===== src/design/bdte_pkg.sv =====
`timescale 1ns / 1ps
// ----------------------------------------------------------------------------
// bdte_pkg
// Shared types, constants and helper functions for the BCD date to epoch
// seconds converter: control word layout, program labels and calendar tables.
// ----------------------------------------------------------------------------
package bdte_pkg;

  localparam int unsigned PC_W   = 4;
  localparam int unsigned YEAR_W = 15;   // century * 100 + year, up to 16665
  localparam int unsigned CAL_W  = 12;   // calendar years 1970 to 2105

  typedef logic [PC_W-1:0] pc_t;

  localparam logic [CAL_W-1:0]  FIRST_YEAR = 12'd1970;
  localparam logic [YEAR_W-1:0] FIRST_FULL = 15'd1970;
  localparam logic [YEAR_W-1:0] LAST_FULL  = 15'd2105;
  localparam logic [CAL_W-1:0]  NONLEAP_CENTURY = 12'd2100;
  localparam logic [16:0]       SECS_DAY   = 17'd86400;
  localparam logic [11:0]       SECS_HOUR  = 12'd3600;
  localparam logic [5:0]        SECS_MIN   = 6'd60;
  localparam logic [3:0]        LAST_DONE_MONTH = 4'd11;

  // Program labels
  localparam pc_t PC_INIT  = 4'd0;
  localparam pc_t PC_YEARS = 4'd1;
  localparam pc_t PC_MONTH = 4'd2;
  localparam pc_t PC_LEAP  = 4'd3;
  localparam pc_t PC_DAY   = 4'd4;
  localparam pc_t PC_SCALE = 4'd5;
  localparam pc_t PC_HOUR  = 4'd6;
  localparam pc_t PC_MIN   = 4'd7;
  localparam pc_t PC_SEC   = 4'd8;
  localparam pc_t PC_FAIL  = 4'd9;

  typedef enum logic [1:0] {
    ACC_HOLD,
    ACC_CLR,
    ACC_ADD,
    ACC_MUL
  } acc_op_t;

  typedef enum logic [2:0] {
    OPD_YEAR,
    OPD_MONTH,
    OPD_LEAP,
    OPD_DAY,
    OPD_HOUR,
    OPD_MIN,
    OPD_SEC
  } opd_t;

  typedef enum logic [1:0] {
    COND_NEVER,
    COND_BAD,
    COND_YDONE,
    COND_MDONE
  } cond_t;

  // One control word. A looping word repeats its operation until the
  // condition holds, then falls through; otherwise the condition selects
  // a jump to target.
  typedef struct packed {
    acc_op_t acc_op;
    opd_t    opd;
    cond_t   cond;
    logic    loop;
    logic    cnt_init;
    logic    y_inc;
    logic    m_inc;
    logic    fin;
    logic    ok;
    pc_t     target;
  } ucode_t;

  localparam ucode_t CW_NOP = '{
    acc_op:   ACC_HOLD,
    opd:      OPD_SEC,
    cond:     COND_NEVER,
    loop:     1'b0,
    cnt_init: 1'b0,
    y_inc:    1'b0,
    m_inc:    1'b0,
    fin:      1'b0,
    ok:       1'b0,
    target:   PC_INIT
  };

  typedef struct packed {
    logic   capture;
    logic   exec;
    ucode_t cw;
  } dp_ctrl_t;

  typedef struct packed {
    logic bad;
    logic y_done;
    logic m_done;
  } dp_stat_t;

  function automatic logic [7:0] bcd_value(input logic [7:0] b);
    return 8'(b[7:4]) * 8'd10 + 8'(b[3:0]);
  endfunction

  // Gregorian rule, valid across 1970 to 2105 where 2100 is the only
  // century year that is not a leap year
  function automatic logic is_leap(input logic [CAL_W-1:0] y);
    return (y[1:0] == 2'b00) && (y != NONLEAP_CENTURY);
  endfunction

  function automatic logic [4:0] month_len(input logic [3:0] m);
    logic [4:0] len;
    case (m)
      4'd0:    len = 5'd31;
      4'd1:    len = 5'd28;
      4'd2:    len = 5'd31;
      4'd3:    len = 5'd30;
      4'd4:    len = 5'd31;
      4'd5:    len = 5'd30;
      4'd6:    len = 5'd31;
      4'd7:    len = 5'd31;
      4'd8:    len = 5'd30;
      4'd9:    len = 5'd31;
      4'd10:   len = 5'd30;
      default: len = 5'd31;
    endcase
    return len;
  endfunction

endpackage


===== src/design/bdte_ucode_rom.sv =====
`timescale 1ns / 1ps
// ----------------------------------------------------------------------------
// bdte_ucode_rom
// Read-only control store holding the conversion program, one word per step.
// ----------------------------------------------------------------------------
module bdte_ucode_rom (
  input  bdte_pkg::pc_t    pc,
  output bdte_pkg::ucode_t cw
);
  import bdte_pkg::*;

  always_comb begin
    cw = CW_NOP;
    unique case (pc)
      PC_INIT: begin
        cw.acc_op   = ACC_CLR;
        cw.cnt_init = 1'b1;
        cw.cond     = COND_BAD;
        cw.target   = PC_FAIL;
      end
      PC_YEARS: begin
        cw.acc_op = ACC_ADD;
        cw.opd    = OPD_YEAR;
        cw.y_inc  = 1'b1;
        cw.loop   = 1'b1;
        cw.cond   = COND_YDONE;
      end
      PC_MONTH: begin
        cw.acc_op = ACC_ADD;
        cw.opd    = OPD_MONTH;
        cw.m_inc  = 1'b1;
        cw.loop   = 1'b1;
        cw.cond   = COND_MDONE;
      end
      PC_LEAP: begin
        cw.acc_op = ACC_ADD;
        cw.opd    = OPD_LEAP;
      end
      PC_DAY: begin
        cw.acc_op = ACC_ADD;
        cw.opd    = OPD_DAY;
      end
      PC_SCALE: begin
        cw.acc_op = ACC_MUL;
      end
      PC_HOUR: begin
        cw.acc_op = ACC_ADD;
        cw.opd    = OPD_HOUR;
      end
      PC_MIN: begin
        cw.acc_op = ACC_ADD;
        cw.opd    = OPD_MIN;
      end
      PC_SEC: begin
        cw.acc_op = ACC_ADD;
        cw.opd    = OPD_SEC;
        cw.fin    = 1'b1;
        cw.ok     = 1'b1;
      end
      default: begin
        // out-of-range year, and any unused step: give zero, not valid
        cw.acc_op = ACC_CLR;
        cw.fin    = 1'b1;
      end
    endcase
  end

endmodule


===== src/design/bdte_seq.sv =====
`timescale 1ns / 1ps
// ----------------------------------------------------------------------------
// bdte_seq
// Step counter with conditional jumps; fetches control words from the
// program store and issues them to the datapath.
// ----------------------------------------------------------------------------
module bdte_seq (
  input  logic               clk,
  input  logic               rst_n,
  input  logic               start,
  input  logic               out_busy,
  input  bdte_pkg::dp_stat_t stat,
  output bdte_pkg::dp_ctrl_t ctrl,
  output logic               run,
  output bdte_pkg::pc_t      pc
);
  import bdte_pkg::*;

  pc_t    pc_r, pc_nxt;
  logic   run_r, run_nxt;
  ucode_t cw;
  logic   cond_hit;
  logic   stall;
  logic   exec;

  bdte_ucode_rom u_rom (
    .pc (pc_r),
    .cw (cw)
  );

  always_comb begin
    case (cw.cond)
      COND_BAD:   cond_hit = stat.bad;
      COND_YDONE: cond_hit = stat.y_done;
      COND_MDONE: cond_hit = stat.m_done;
      default:    cond_hit = 1'b0;
    endcase
  end

  // hold the final step while the previous result is still unread
  assign stall = cw.fin && out_busy;
  assign exec  = run_r && !stall && !(cw.loop && cond_hit);

  always_comb begin
    pc_nxt  = pc_r;
    run_nxt = run_r;
    if (start) begin
      pc_nxt  = PC_INIT;
      run_nxt = 1'b1;
    end else if (run_r && !stall) begin
      if (cw.fin) begin
        run_nxt = 1'b0;
      end else if (cw.loop) begin
        pc_nxt = cond_hit ? pc_r + 1'b1 : pc_r;
      end else if (cond_hit) begin
        pc_nxt = cw.target;
      end else begin
        pc_nxt = pc_r + 1'b1;
      end
    end
  end

  always_ff @(posedge clk) begin
    if (!rst_n) begin
      pc_r  <= PC_INIT;
      run_r <= 1'b0;
    end else begin
      pc_r  <= pc_nxt;
      run_r <= run_nxt;
    end
  end

  assign ctrl.capture = start;
  assign ctrl.exec    = exec;
  assign ctrl.cw      = cw;
  assign run          = run_r;
  assign pc           = pc_r;

endmodule


===== src/design/bdte_datapath.sv =====
`timescale 1ns / 1ps
// ----------------------------------------------------------------------------
// bdte_datapath
// Decoded field registers, year and month counters, one accumulator with a
// shared adder and a day-to-seconds multiplier, and the result register.
// ----------------------------------------------------------------------------
module bdte_datapath (
  input  logic               clk,
  input  bdte_pkg::dp_ctrl_t ctrl,
  input  logic [7:0]         second_bcd,
  input  logic [7:0]         minute_bcd,
  input  logic [7:0]         hour_bcd,
  input  logic [7:0]         day_bcd,
  input  logic [7:0]         month_bcd,
  input  logic [7:0]         year_bcd,
  input  logic [7:0]         century_bcd,
  output bdte_pkg::dp_stat_t stat,
  output logic [31:0]        epoch_seconds,
  output logic               valid_res
);
  import bdte_pkg::*;

  logic [7:0]        sec_r, min_r, hour_r, mon_r, day_ofs_r;
  logic [YEAR_W-1:0] year_r;
  logic              bad_r;
  logic [3:0]        done_r;
  logic [CAL_W-1:0]  y_r;
  logic [3:0]        m_r;
  logic [31:0]       acc_r, acc_nxt;
  logic [31:0]       epoch_r;
  logic              vres_r;

  logic [7:0]        sec_b, min_b, hour_b, day_b, mon_b, yr_b, cent_b;
  logic [YEAR_W-1:0] year_full;
  logic [3:0]        done_cap;
  logic [31:0]       operand;
  logic [33:0]       day_prod;
  logic [19:0]       hour_secs;
  logic [13:0]       min_secs;
  logic              leap_day;

  assign sec_b  = bcd_value(second_bcd);
  assign min_b  = bcd_value(minute_bcd);
  assign hour_b = bcd_value(hour_bcd);
  assign day_b  = bcd_value(day_bcd);
  assign mon_b  = bcd_value(month_bcd);
  assign yr_b   = bcd_value(year_bcd);
  assign cent_b = bcd_value(century_bcd);

  assign year_full = YEAR_W'(cent_b) * YEAR_W'(100) + YEAR_W'(yr_b);

  // completed months: none for month zero, at most eleven
  always_comb begin
    if (mon_b == 8'd0) begin
      done_cap = 4'd0;
    end else if (mon_b > 8'd12) begin
      done_cap = LAST_DONE_MONTH;
    end else begin
      done_cap = 4'(mon_b - 8'd1);
    end
  end

  always_ff @(posedge clk) begin
    if (ctrl.capture) begin
      sec_r     <= sec_b;
      min_r     <= min_b;
      hour_r    <= hour_b;
      mon_r     <= mon_b;
      day_ofs_r <= (day_b == 8'd0) ? 8'd0 : day_b - 8'd1;
      year_r    <= year_full;
      bad_r     <= (year_full < FIRST_FULL) || (year_full > LAST_FULL);
      done_r    <= done_cap;
    end
  end

  assign leap_day  = (mon_r > 8'd2) && is_leap(year_r[CAL_W-1:0]);
  assign day_prod  = 34'(acc_r[16:0]) * 34'(SECS_DAY);
  assign hour_secs = 20'(hour_r) * 20'(SECS_HOUR);
  assign min_secs  = 14'(min_r) * 14'(SECS_MIN);

  always_comb begin
    case (ctrl.cw.opd)
      OPD_YEAR:  operand = is_leap(y_r) ? 32'd366 : 32'd365;
      OPD_MONTH: operand = 32'(month_len(m_r));
      OPD_LEAP:  operand = 32'(leap_day);
      OPD_DAY:   operand = 32'(day_ofs_r);
      OPD_HOUR:  operand = 32'(hour_secs);
      OPD_MIN:   operand = 32'(min_secs);
      default:   operand = 32'(sec_r);
    endcase
  end

  always_comb begin
    acc_nxt = acc_r;
    if (ctrl.exec) begin
      case (ctrl.cw.acc_op)
        ACC_CLR: acc_nxt = 32'd0;
        ACC_ADD: acc_nxt = acc_r + operand;
        ACC_MUL: acc_nxt = day_prod[31:0];
        default: acc_nxt = acc_r;
      endcase
    end
  end

  always_ff @(posedge clk) begin
    acc_r <= acc_nxt;
    if (ctrl.exec && ctrl.cw.cnt_init) begin
      y_r <= FIRST_YEAR;
      m_r <= 4'd0;
    end else begin
      if (ctrl.exec && ctrl.cw.y_inc) begin
        y_r <= y_r + 1'b1;
      end
      if (ctrl.exec && ctrl.cw.m_inc) begin
        m_r <= m_r + 1'b1;
      end
    end
    if (ctrl.exec && ctrl.cw.fin) begin
      epoch_r <= acc_nxt;
      vres_r  <= ctrl.cw.ok;
    end
  end

  assign stat.bad    = bad_r;
  assign stat.y_done = (YEAR_W'(y_r) == year_r);
  assign stat.m_done = (m_r == done_r);

  assign epoch_seconds = epoch_r;
  assign valid_res     = vres_r;

endmodule


===== src/design/bcd_datetime_to_epoch_seconds_top.sv =====
`timescale 1ns / 1ps
// ----------------------------------------------------------------------------
// bcd_datetime_to_epoch_seconds_top
// Converts an RTC snapshot in BCD to seconds since 1970-01-01 00:00:00.
// ----------------------------------------------------------------------------
// One transaction at a time. An accepted snapshot runs a short microprogram
// on a single accumulator. For a year within 1970 to 2105 the program loops
// once per whole year since 1970 and once per completed month; a year
// outside that range jumps from the first step straight to the fail step.
// The year loop adds one year length per cycle. The result then sits in an
// output register, and the next snapshot is taken as soon as the program has
// finished, even while that result is still unread.
module bcd_datetime_to_epoch_seconds_top (
  input  logic        clk,
  input  logic        rst_n,
  input  logic        in_valid,
  output logic        in_ready,
  input  logic [7:0]  in_second_bcd,
  input  logic [7:0]  in_minute_bcd,
  input  logic [7:0]  in_hour_bcd,
  input  logic [7:0]  in_day_bcd,
  input  logic [7:0]  in_month_bcd,
  input  logic [7:0]  in_year_bcd,
  input  logic [7:0]  in_century_bcd,
  output logic        out_valid,
  input  logic        out_ready,
  output logic [31:0] out_epoch_seconds,
  output logic        out_valid_res
);
  import bdte_pkg::*;

  dp_ctrl_t ctrl;
  dp_stat_t stat;
  logic     run;
  pc_t      pc;
  logic     start;
  logic     out_valid_r, out_valid_nxt;

  assign in_ready = !run;
  assign start    = in_valid && in_ready;

  bdte_seq u_seq (
    .clk      (clk),
    .rst_n    (rst_n),
    .start    (start),
    .out_busy (out_valid_r && !out_ready),
    .stat     (stat),
    .ctrl     (ctrl),
    .run      (run),
    .pc       (pc)
  );

  bdte_datapath u_dp (
    .clk           (clk),
    .ctrl          (ctrl),
    .second_bcd    (in_second_bcd),
    .minute_bcd    (in_minute_bcd),
    .hour_bcd      (in_hour_bcd),
    .day_bcd       (in_day_bcd),
    .month_bcd     (in_month_bcd),
    .year_bcd      (in_year_bcd),
    .century_bcd   (in_century_bcd),
    .stat          (stat),
    .epoch_seconds (out_epoch_seconds),
    .valid_res     (out_valid_res)
  );

  always_comb begin
    out_valid_nxt = out_valid_r;
    if (ctrl.exec && ctrl.cw.fin) begin
      out_valid_nxt = 1'b1;
    end else if (out_ready) begin
      out_valid_nxt = 1'b0;
    end
  end

  always_ff @(posedge clk) begin
    if (!rst_n) begin
      out_valid_r <= 1'b0;
    end else begin
      out_valid_r <= out_valid_nxt;
    end
  end

  assign out_valid = out_valid_r;

  a_start_runs: assert property (@(posedge clk) disable iff (!rst_n)
    (in_valid && in_ready) |=> (run && pc == PC_INIT))
    else $error("accepted snapshot did not start the program");

  a_invalid_zero: assert property (@(posedge clk) disable iff (!rst_n)
    out_valid |-> (out_valid_res || out_epoch_seconds == 32'd0))
    else $error("invalid result carries non-zero seconds");

  a_no_overwrite: assert property (@(posedge clk) disable iff (!rst_n)
    (ctrl.exec && ctrl.cw.fin) |-> (!out_valid_r || out_ready))
    else $error("result register overwritten before it was taken");

  a_pc_in_program: assert property (@(posedge clk) disable iff (!rst_n)
    run |-> (pc <= PC_FAIL))
    else $error("step counter left the program");

endmodule


===== config.mk =====
export PLATFORM = sky130hd
export DESIGN_NAME = bcd_datetime_to_epoch_seconds_top
export DESIGN_NICKNAME = d
export VERILOG_FILES = /design/src/design/bdte_pkg.sv /design/src/design/bdte_ucode_rom.sv /design/src/design/bdte_seq.sv /design/src/design/bdte_datapath.sv /design/src/design/bcd_datetime_to_epoch_seconds_top.sv
export SDC_FILE = /design/constraint.sdc
export NUM_CORES = 1
export LEC_CHECK = 0
export ABC_AREA = 1
export CORE_UTILIZATION = 50
export DETAILED_ROUTE_END_ITERATION = 10
export DONT_BUFFER_PORTS = 1
export GPL_TIMING_DRIVEN = 0
export PLACE_DENSITY = 0.75
export SLEW_MARGIN = 30
export SYNTH_ARGS = -nofsm -noshare
export SYNTH_HDL_FRONTEND = slang
export SYNTH_SLANG_ARGS = --single-unit

===== constraint.sdc =====
create_clock -name clk -period 9.6 [get_ports clk]
set_input_delay 1.44 -clock clk [delete_from_list [all_inputs] [get_ports clk]]
set_output_delay 1.44 -clock clk [all_outputs]
set_load 0.05 [all_outputs]

# Word level (Yosys, flattened, before mapping)
# Memories as Yosys holds them, arrays and structs flattened. A register that Yosys moved wholly into a read port is not among the register bits.
# Index checks and enable logic that the tools add are counted.
# totals
reg_bits	147
mem_bits_ro	32
output_inout_bits	35
wordCells	132
n_memories	1
# mem_list
name	depth	word_bits	rd	rd_clocked_by_memory_dff	wr	line	rtl
(name not given)	16	2	1	1	0	bdte_pkg.sv:113	case (m)
# classes
add_sub_neg	14
n_mul	11
n_lt_le_gt_ge	4
eq_ne	25
mux	26
n_bitwise	1
reduce_logical	33
# op_table
operator	n
$pmux W32 S6	1
$pmux W32 S3	1
$add A8 B4 Y8	7
$mul A4 B3 Y7 const B	7
$add A32 B32 Y32	1
$mux W32	1
$mux W4	7
$mul A17 B10 Y25 const B	1
$ne A12 B12 Y1 const B	2
$pmux W3 S6	1
$eq A4 B3 Y1 const B	4
$logic_not A8 Y1	2
$mul A8 B8 Y16 const B	1
$add A15 B8 Y15	1
$eq A12 B15 Y1	1
$gt A15 B12 Y1 const B	1
$lt A15 B11 Y1 const B	1
$logic_and A1 B1 Y1	13
$mul A8 B5 Y13 const B	1
$add A12 B1 Y12 const B	1
$mul A8 B4 Y12 const B	1
$mux W1	11
$add A4 B1 Y4 const B	2
$eq A2 B2 Y1 const B	4
30 further kinds	41

# Depth between registers and ports, before layout
# depth
ltp_word	10
depth_mapped	32
ltp_nobuf	32

# Cells and area by module
# A second synthesis with hierarchy kept.
# hier_totals
cells_unflattened	2179
hier_area_um2	16194.3
# by_module_without_submodules
mod	instances	cells_each	area_per_inst_um2	seq_area_each_um2
bdte_datapath	1	2065	15522.4	3793.6
bdte_seq	1	60	384.1	100.1
bdte_ucode_rom	1	44	226.5	0.0
bcd_datetime_to_epoch_seconds_top	1	10	61.3	20.0

# Least setup slack after synthesis
# No wires, ideal clock.
# synth_timing
path_kind	input port to flip-flop
startpoint	in in_century_bcd[5]
endpoint	reg u_dp.bad_r, data pin
setup_time_ns	0.254
t_arrival_ns	5.146
slack_ns	4.200
path_stages	25
n_path_buf	0
cell_sequence	ha_1 ha_1 inv_1 fa_1 inv_1 nand2_1 inv_1 nand2_1 xor2_1 inv_1 ha_1 ha_1 ha_1 ha_1 nand2_1 inv_1 nand4_1 o211ai_1 or2_2 nand2_1 inv_1 nand4_1 nand2_1 nor2_1 nand2_1
# synth_via
elab_chain_cells	6
# synth_rtl
element	line	rtl
start: declaration	bcd_datetime_to_epoch_seconds_top.sv:24	input logic [7:0] in_century_bcd,
$mul A4 B3 Y7 *	bdte_pkg.sv:102	return 8'(b[7:4]) * 8'd10 + 8'(b[3:0]);
$add A8 B4 Y8 *	bdte_pkg.sv:102	
$mul A8 B5 Y13 *	bdte_datapath.sv:50	assign year_full = YEAR_W'(cent_b) * YEAR_W'(100) + YEAR_W'(yr_b);
$add A15 B8 Y15 *	bdte_datapath.sv:50	
via u_dp.year_full[14]	bdte_datapath.sv:34	logic [YEAR_W-1:0] year_full;
$lt A15 B11 Y1 or $gt A15 B12 Y1 (tied branches)	bdte_datapath.sv:71	bad_r <= (year_full < FIRST_FULL) || (year_full > LAST_FULL);
$logic_or A1 B1 Y1 *	bdte_datapath.sv:71	
end signal: assignment	bdte_datapath.sv:71	
end: declaration	bdte_datapath.sv:25	logic bad_r;
# The timed path passes the listed nets; every way through them passes the cells marked *.
# A chain may end at the register's enable or synchronous reset.

# Final worst setup path
# layout_timing
startpoint	reg u_dp.hour_r[0]
endpoint	reg u_dp.epoch_r[21] (netlist: u_dp.epoch_seconds[21]), data pin
# layout_via
elab_chain_cells	5
# layout_rtl
element	line	rtl
start: declaration	bdte_datapath.sv:23	logic [7:0] sec_r, min_r, hour_r, mon_r, day_ofs_r;
start signal: assignment	bdte_datapath.sv:67	hour_r <= hour_b;
$mul A8 B8 Y16	bdte_datapath.sv:78	assign hour_secs = 20'(hour_r) * 20'(SECS_HOUR);
$pmux W32 S6	bdte_datapath.sv:82	case (ctrl.cw.opd)
$add A32 B32 Y32	bdte_datapath.sv:98	ACC_ADD: acc_nxt = acc_r + operand;
$pmux W32 S3	bdte_datapath.sv:96	case (ctrl.cw.acc_op)
$mux W32	bdte_datapath.sv:95	if (ctrl.exec) begin
via u_dp.acc_nxt[21]	bdte_datapath.sv:29	logic [31:0] acc_r, acc_nxt;
end signal: assignment	bdte_datapath.sv:119	epoch_r <= acc_nxt;
end: declaration	bdte_datapath.sv:30	logic [31:0] epoch_r;
# The timed path passes the listed nets, and every way through them passes these cells.

==> results.sh <==
export IMPL_firstDrtPassIters=5
export IMPL_slew_violations=0
export IMPL_die_h_um=179
export IMPL_drc=0
export IMPL_cap_violations=0
export IMPL_required_ps=9780
export IMPL_cts_max_path_buffers=2
export IMPL_grt_usage_pct=24.7
export IMPL_antenna_found_initial=2
export IMPL_postCtsHoldBufs=0
export IMPL_avgSynthCellArea_um2=7.76
export IMPL_top_usage_layer="met2"
export IMPL_rsz0062_at_grt="no"
export IMPL_p_per_area_nw_per_um2=303
export IMPL_grt_max_degree=56
export IMPL_area_growth_pct=7.23
export IMPL_fin_tns_setup_ps=0
export IMPL_rows=64
export IMPL_start_util_pct=51.0
export IMPL_synth_seq_area_share_pct=25.0
export IMPL_yosys_most_used_dff="edfxtp_1"
export IMPL_ys_ff_latch=149
export IMPL_async_reset_ff_share_pct=0
export IMPL_layout_drive_gt1_share_pct=4.29
export IMPL_num_vias=13150
export IMPL_startpoint_type="flop"
export IMPL_synth_edf_count=93
export IMPL_layout_min_cycle_time_ps=5480
export IMPL_grt_pass1_wl_um=61700
export IMPL_root_buffer="clkbuf_16"
export IMPL_n_antenna_cell=0
export IMPL_die_x_um=179
export IMPL_finalSetupViolations=0
export IMPL_cts_setup_buffers=0
export IMPL_worstMarginPinSlew_ps=791
export IMPL_place_gp_congestion=0.987
export IMPL_cts_tree="built"
export IMPL_syn_area_um2=15600
export IMPL_grtUsageMet3_pct=3.56
export IMPL_max_stage_delay_ps=570
export IMPL_core_um2=30700
export IMPL_hold_viol=0
export IMPL_use_met2_pct=43.2
export IMPL_synth_warnings=0
export IMPL_detail_route_antenna_nets=0
export IMPL_max_slew_margin_pct=46.7
export IMPL_critPathKind="reg -> reg"
export IMPL_grt_ovfl_total=0
export IMPL_nets=2414
export IMPL_post_route_util_pct=54.7
export IMPL_grt_pass1_vias=12804
export IMPL_num_io_pins=95
export IMPL_wl_um=38000
export IMPL_synth_fp_nets=2393
export IMPL_p_leak_nw=8.48
export IMPL_numCtsBuffers=17
export IMPL_ir_drop_v=0.000239
export IMPL_use_met1_pct=30.7
export IMPL_clock_sinks=149
export IMPL_yosysUniqueCellTypes=48
export IMPL_crit_fanout=6
export IMPL_path_clk_slew_ps=70
export IMPL_slowest_stage="fa_1"
export IMPL_end_kind="flop"
export IMPL_io_buffers=0
export IMPL_finalCritPeriodShare_pct=57.1
export IMPL_cp_arrival_ps=5660
export IMPL_syn_inst=2015
export IMPL_wl_per_cell_um=15.5
export IMPL_cts_resized=0
export IMPL_via_per_inst=5.38
export IMPL_cpMostUsedCell="nand2_1"
export IMPL_insertion_delay_ps=440
export IMPL_status="completed"
export IMPL_skew_ps=11.9
export IMPL_cts_htree_levels=4
export IMPL_hpwlAfterDp_um=31800
export IMPL_die_area_um2=32000
export IMPL_max_freq_mhz=182
export IMPL_drt_initial_drc_count=832
export IMPL_worstHoldPathType="reg -> reg"
[report_power, final]
part | leakage (nW) | switching, W | total (W) | internal, W
clock | 0.275 | 0.000303 | 0.000667 | 0.000364
sequential | 1.33 | 0.000146 | 0.000984 | 0.000838
combinational | 6.88 | 0.00223 | 0.00343 | 0.00120
[layout make-up]
type	count	area (um^2)
timing repair buffer	2	55.1
clock buffer	18	429
buffer	15	75.1
inverter	381	1430
sequential	149	3910
multi-input combinational	1470	10200
clock inverter	14	140
tap	396	495
fill	2816	13900
[per-stage QoR]
stage	hold WS (ps)	instance area [um^2]	setup WS, ps	instances	power (W)
CTS	495	16800	4110	2445	0.00506
floorplan	452	15600	4200	2015	0.00353
detailed placement	481	16200	3750	2413	0.00436
finish	490	16800	4120	2445	0.00508
global placement	481	16100	3940	2411	0.00427
global route	521	16800	3600	2445	0.00565
[per-layer routing]
| metal | up-vias | wire length (um) |
|---|---|---|
| met2 | 323 | 18200 |
| met1 | 6107 | 16900 |
| met4 | 2 | 1130 |
| met5 | - | 8 |
| li1 | 6656 | - |
| met3 | 62 | 1670 |
[cell usage after synthesis, types with 4 or more instances]
cell | count | area share [%]
nor3_1 | 16 | 0.51
nand2_2 | 4 | 0.16
xnor2_1 | 20 | 1.1
fa_1 | 73 | 9.3
xor2_1 | 59 | 3.3
o22ai_1 | 4 | 0.16
a31oi_1 | 8 | 0.32
ha_1 | 245 | 20
nand3b_1 | 7 | 0.34
buf_2 | 12 | 0.38
nor4_1 | 11 | 0.44
edfxtp_1 | 93 | 18
a21boi_0 | 4 | 0.19
inv_1 | 373 | 9.0
nand4_1 | 29 | 1.2
o21ai_0 | 118 | 3.8
dfxtp_1 | 56 | 7.2
a21o_1 | 4 | 0.19
a21oi_1 | 130 | 4.2
inv_2 | 8 | 0.19
o21bai_1 | 6 | 0.29
nor2_1 | 133 | 3.2
a22oi_1 | 7 | 0.34
nand2_1 | 417 | 10
or2_2 | 13 | 0.52
nand3_1 | 120 | 3.8
o211ai_1 | 7 | 0.34
[logic make-up after synthesis]
kind of cell,after synthesis,synth area share (%)
simple gates,765,21.1
xor+xnor,79,4.43
fa+ha+maj,318,29.0
buf+inv,396,9.63
flops,149,25.0
compound gates,308,10.9
[worst max-delay path, delay by kind of cell, from the launching register on]
kind / cells / cell delay [ps]
buffers and inverters: 2 / 120
AOI/OAI and AO/OA: 5 / 680
DFF: 1 / 490
xor gates and xnor gates: 1 / 140
and+or+nand+nor: 13 / 1640
adders and majority gates: 7 / 2150
[flip-flops by register name (all words and copies together) (netlist names), named ones only]
name                count
u_dp.valid_res          1
u_seq.run               1
u_dp.acc_r             32
u_dp.epoch_seconds     32
u_seq.pc                4
u_dp.m_r                4
u_dp.day_ofs_r          8
out_valid               1
u_dp.hour_r             8
u_dp.y_r               12
u_dp.min_r              8
u_dp.bad_r              1
u_dp.mon_r              8
u_dp.done_r             4
u_dp.year_r            15
u_dp.sec_r              8
[placed cells by master (no fill, tap or decap), types with 4 or more instances in the layout]
cell,count
a21boi_0,4
o211ai_1,7
nor4_1,11
inv_6,6
dfxtp_1,56
clkbuf_16,17
o21bai_1,6
a31oi_1,8
xnor2_1,20
inv_2,8
a22oi_1,7
edfxtp_1,93
nand2_2,4
o22ai_1,4
nor2_1,132
nand2_1,417
nor3_1,16
buf_2,12
nor2_4,4
nand4_1,29
a21oi_1,130
xor2_1,59
ha_1,245
nand3_1,120
inv_1,372
or2_2,13
o21ai_0,118
fa_1,73
nand3b_1,7
a21o_1,4
[path summary, 6_finish.rpt]
kind	cells after the start	slack, ps	from	endpoint
worst max-delay path	28	4120	u_dp.hour_r[0]	u_dp.epoch_seconds[21]
worst min-delay path	2	490	u_seq.run	u_seq.run
worst max register to register	28	4120	u_dp.hour_r[0]	u_dp.epoch_seconds[21]
worst min register to register	2	490	u_seq.run	u_seq.run
No activity file was read; power rests on OpenSTA's default activity.
